**config.mk**
```make
export PLATFORM = sky130hd
export DESIGN_NAME = imoi_cell
export DESIGN_NICKNAME = d
export VERILOG_FILES = /design/src/hw/rtl/imoi_pkg.sv /design/src/hw/rtl/imoi_cell.sv
export SDC_FILE = /design/constraint.sdc
export NUM_CORES = 2
export LEC_CHECK = 0
export BUFFER_PORTS_ARGS = -buffer_cell sky130_fd_sc_hd__buf_2
export CAP_MARGIN = 5
export CORE_AREA = 2 2 583 585
export DETAILED_ROUTE_END_ITERATION = 16
export DIE_AREA = 0 0 585 587
export GPL_ROUTABILITY_DRIVEN = 1
export HOLD_SLACK_MARGIN = 0.1
export PLACE_DENSITY = 0.3
export SLEW_MARGIN = 30
export SYNTH_ARGS = -nofsm -noshare
export SYNTH_HDL_FRONTEND = slang
export SYNTH_SLANG_ARGS = --single-unit
```
**constraint.sdc**
```tcl
create_clock -name clk -period 24.2 [get_ports clk]
set_input_delay 2.42 -clock clk [delete_from_list [all_inputs] [get_ports clk]]
set_output_delay 2.42 -clock clk [all_outputs]
set_load 0.05 [all_outputs]
```
**src/hw/rtl/imoi_pkg.sv**
```systemverilog
// shared types and codes for the interval map overwrite insert block
package imoi_pkg;

  localparam int TableEntriesDefault = 64;

  localparam logic KIND_ADD    = 1'b0;
  localparam logic KIND_LOOKUP = 1'b1;

  localparam logic [2:0] OP_HOLD  = 3'd0;
  localparam logic [2:0] OP_DEL   = 3'd1;
  localparam logic [2:0] OP_SPLIT = 3'd2;
  localparam logic [2:0] OP_TRIM  = 3'd3;
  localparam logic [2:0] OP_INS   = 3'd4;

  typedef struct packed {
    logic [63:0] lo;
    logic [63:0] hi;
    logic [63:0] off;
    logic [15:0] flg;
    logic [15:0] tag;
    logic        file;
  } entry_t;

  typedef struct packed {
    logic live;
    logic ge_s;
    logic covered;
    logic split;
    logic hit;
  } cell_stat_t;

  typedef struct packed {
    logic [2:0]  op;
    logic [63:0] s;
    logic [63:0] e;
    entry_t      ins;
  } cell_cmd_t;

endpackage

```
**src/hw/rtl/imoi_cell.sv**
```systemverilog
// one table slot: holds a range and edits it from its neighbors
module imoi_cell
  import imoi_pkg::*;
#(
  parameter int N   = TableEntriesDefault,
  parameter int IDX = 0
) (
  input  logic                       clk,
  input  cell_cmd_t                  cmd,
  input  logic [$clog2(N+1)-1:0]     count,
  input  entry_t                     left_entry,
  input  entry_t                     left_tail,
  input  cell_stat_t                 left_stat,
  input  entry_t                     right_entry,
  output entry_t                     entry,
  output entry_t                     tail,
  output cell_stat_t                 stat
);

  localparam int CW = $clog2(N+1);
  localparam logic [CW-1:0] IdxC = CW'(IDX);

  entry_t entry_next;
  logic   live, ge_s, lt_e, b_gt_s, b_gt_e, b_le_e, a_le_s;
  logic   head_cut, tail_cut, slot;

  always_comb begin
    live     = IdxC < count;
    ge_s     = entry.lo >= cmd.s;
    a_le_s   = entry.lo <= cmd.s;
    lt_e     = entry.lo < cmd.e;
    b_gt_s   = entry.hi > cmd.s;
    b_gt_e   = entry.hi > cmd.e;
    b_le_e   = entry.hi <= cmd.e;
    head_cut = live && !ge_s && b_gt_s;
    tail_cut = live && ge_s && lt_e && b_gt_e;

    stat.live    = live;
    stat.ge_s    = live && ge_s;
    stat.covered = live && ge_s && b_le_e;
    stat.split   = live && !ge_s && b_gt_e;
    stat.hit     = live && a_le_s && b_gt_s;

    tail     = entry;
    tail.lo  = cmd.e;
    tail.off = entry.file ? (entry.off + (cmd.e - entry.lo)) : 64'd0;

    slot = ((IDX == 0) || (left_stat.live && !left_stat.ge_s)) && (!live || ge_s);

    entry_next = entry;
    case (cmd.op)
      OP_DEL: begin
        if (live && ge_s) entry_next = right_entry;
      end
      OP_SPLIT: begin
        if (live && !ge_s && b_gt_e) begin
          entry_next.hi = cmd.s;
        end else if (left_stat.split) begin
          entry_next = left_tail;
        end else if (left_stat.ge_s) begin
          entry_next = left_entry;
        end
      end
      OP_TRIM: begin
        if (head_cut) begin
          entry_next.hi = cmd.s;
        end else if (tail_cut) begin
          entry_next = tail;
        end
      end
      OP_INS: begin
        if (slot) begin
          entry_next = cmd.ins;
        end else if (left_stat.ge_s) begin
          entry_next = left_entry;
        end
      end
      default: entry_next = entry;
    endcase
  end

  always_ff @(posedge clk) begin
    entry <= entry_next;
  end

endmodule
```
==> flow_summary.json <==
{
  "io_buffer_count": 1495,
  "cts_hold_buf": 0,
  "clk_pin_slew_ps": 50,
  "cap_violations": 0,
  "clock.fmax_ghz": 0.100,
  "gr-total-overflow": 0,
  "end_kind": "primary output",
  "finalSetupViolCount": 0,
  "worst_slack_ps": 14230,
  "cts_root_buf": "clkbuf_16",
  "synthTopCellsByArea": "edfxtp_1 21%, ha_1 12%, mux2i_1 7.1%",
  "place_ws_ps": 14030,
  "final_common_cell": "buf_2",
  "path_buf_inv": 4,
  "path_class": "primary input to primary output",
  "cts_max_level": 2,
  "postCtsSetupBuffers": 0,
  "grt_max_degree": 109,
  "postRouteAntennaNets": 0,
  "worst_setup_path_start_kind": "primary input",
  "wl_mm": 348,
  "layout_common_cells": "1,492 x buf_2, 419 x a21oi_1, 378 x nor2_1, 341 x nand2_1, 336 x inv_1",
  "n_fill_cell": 39500,
  "cts.path.max_buffers": 3,
  "synth_fp_nets": 5574,
  "fin_crit_sh_pct": 41.2,
  "finalNetCount": 6753,
  "max_slew.worst_pin.slew_ps": 1110,
  "yosysSeqAreaShare_pct": 21.1,
  "syn-cell-area_mm2": 0.0321,
  "drv_slew": 0,
  "worstReg2RegEnd": "entry[163]$_DFFE_PP_",
  "grt_pass1_vias": 39300,
  "power_leakage_nw": 20.6,
  "ys_async_sr_fraction_pct": 0,
  "cts_buffers": 41,
  "seq_area_mm2": 0.00676,
  "gp_congestion": 0.872,
  "fin_setup_tns_ps": 0,
  "status": "finished, final reports clean",
  "hold_path.class": "register to register",
  "rows": 214,
  "die_area_mm2": 0.343,
  "power-per-cell-area_mw_per_mm2": 70.0,
  "crit_required_ps": 21780,
  "holdWs_ps": 840,
  "top_regs": "entry: 225 flops",
  "min_path_cells": 4,
  "dp_hpwl_mm": 299,
  "relSlewSlack_pct": 25.8,
  "netlist_instances": 4148,
  "drive_gt1_share_pct": 31.4,
  "period_needed_ps": 9970,
  "viasPerCell": 3.94,
  "avgSynthCellArea_um2": 7.73,
  "synth.largest_area_cell": "edfxtp_1",
  "crit_fanout": 4,
  "timing.rr.start": "entry[224]$_DFFE_PP_",
  "whs_endpoint": "entry[2]$_DFFE_PP_",
  "initial_utilization_pct": 9.49,
  "cp_top_family": "compound AO/OA/AOI/OAI gates",
  "synth-seq-cells": 225,
  "synth_edf_count": 225,
  "largest_reg_flops": 225,
  "power_mw": 3.17,
  "core_mm2": 0.338,
  "regMostFlops": "entry",
  "dpl.cell_count": 9819,
  "antenna_found_initial": 264,
  "die_w_um": 585,
  "worstHoldStart": "entry[2]$_DFFE_PP_",
  "clk_latency_ps": 690,
  "yosys_warnings": 0,
  "drt-initial-drc-count": 2879,
  "grt_use_total_pct": 19.5,
  "grt_pass1_wl_mm": 436,
  "drc": 0,
  "avgRoutedWirePerCell_um": 34.9,
  "clock_skew_ps": 28.9,
  "first_pass_iters": 6,
  "design_area_mm2": 0.0453,
  "netlist.area_leader.share_pct": 21.1,
  "arrival_ps": 7550,
  "rsz0062_at_grt": "false",
  "multi_input_area_mm2": 0.0219,
  "r2r_cells": 12,
  "irDropWorstVdd_v": 0.0000480,
  "crit_path_cell_trace": "buf_2, inv_1, fa_1, inv_1, fa_1, a21o_1, a311o_1, a21oi_1, o31a_1, o41a_1, a21oi_2, nor3_1, o21ai_0, xnor2_1, nor2_1, buf_2",
  "slowest_delay_ps": 580,
  "post-route-util_pct": 13.4,
  "cts_tree": "yes",
  "synth-main-ff-cell": "edfxtp_1",
  "layoutNonFillerInstCount": 9980,
  "hold_viol": 0,
  "io_pins": 1499,
  "cts_resized": 0,
  "fp.dieH_um": 587,
  "area_delta_synth_final_pct": 41.3,
  "yosysUniqueCellTypes": 77,
  "numClockSinks": 225,
  "route.vias.total": 39300,
  "post_dp_cell_area_mm2": 0.0438,
  "ff2ff_setup_slack_ps": 17510,
  "cp_slowest_cell": "nor3_1"
}
layout make-up:
class | instances | share of cell area (%)
diodes | 89 | 0.492
repair buffers | 1577 | 18.1
multi-input cells | 3145 | 48.3
flip-flops and latches | 225 | 14.9
well taps | 4536 | 12.5
clock inverters | 22 | 0.481
clock buffers | 49 | 2.38
inverters | 337 | 2.79
worst max path at each step:
stage                                       to  depth (start not counted)     start  slack [ps]
after global routing                  tail[93]                         16  cmd[226]       13780
after detailed placement              tail[93]                         16  cmd[226]       14030
after CTS                             tail[93]                         16  cmd[226]       14010
after floorplan           entry[100]$_DFFE_PP_                         12  cmd[306]       11620
final                                 tail[93]                         16  cmd[226]       14230
after global placement    entry[163]$_DFFE_PP_                         14  cmd[288]       13390
kinds of logic (layout without fill, tap and decap cells):
group	count (synthesis)	after routing	share of synthesized area [%]
compound gates	1356	1356	27.1
simple gates	1119	1119	15.6
buf+inv	778	1985	11.2
fa+ha+maj	382	382	16.4
mux	229	229	7.15
flops	225	225	21.1
xor+xnor	59	59	1.61
other cells	0	89	0
power breakdown:
part | switching, mW | total (mW) | internal (mW)
Combinational | 1.42 | 1.93 | 0.515
Sequential | 0.111 | 0.603 | 0.492
Clock | 0.280 | 0.637 | 0.357
cell usage after synthesis (5+ instances only):
cell type	count
a21oi_1	420
nor2_1	383
nand2_1	344
inv_1	336
o21ai_0	322
ha_1	319
mux2i_1	229
edfxtp_1	225
clkbuf_1	215
buf_4	162
nand3_1	158
a21o_1	142
a22oi_1	125
o211ai_1	105
nand4_1	82
o311a_1	66
fa_1	63
and2_1	48
buf_2	46
xnor2_1	35
nor3_1	28
xor2_1	24
o21a_1	23
a31oi_1	21
buf_1	17
o221ai_1	16
a221oi_1	14
nand2b_1	14
o21bai_1	14
a211oi_1	13
nor2b_1	13
or2_2	10
nor4_1	9
and4_1	7
a221o_1	6
a222oi_1	5
and3_1	5
o2bb2ai_1	5
o31ai_1	5
or3_1	5
layer usage:
| layer | part of all wire, % | up-vias | global-route usage, % | wire length, µm |
|---|---|---|---|---|
| met5 | 0.16 | - | 0 | 563 |
| met4 | 2.7 | 90 | 4.71 | 9460 |
| met3 | 7.7 | 476 | 5.19 | 26900 |
| met2 | 50 | 1960 | 35.0 | 174000 |
| met1 | 39 | 19400 | 22.8 | 137000 |
| li1 | - | 17400 | - | - |
worst min-delay path: cells and delay by family, from the launching register on:
family | cells | cell delay (ps)
flip-flops | 1 | 370
multiplexers | 1 | 100
AND/OR/NAND/NOR | 1 | 90
AO/OA/AOI/OAI | 2 | 180
Power figures use the tool's default switching activity.
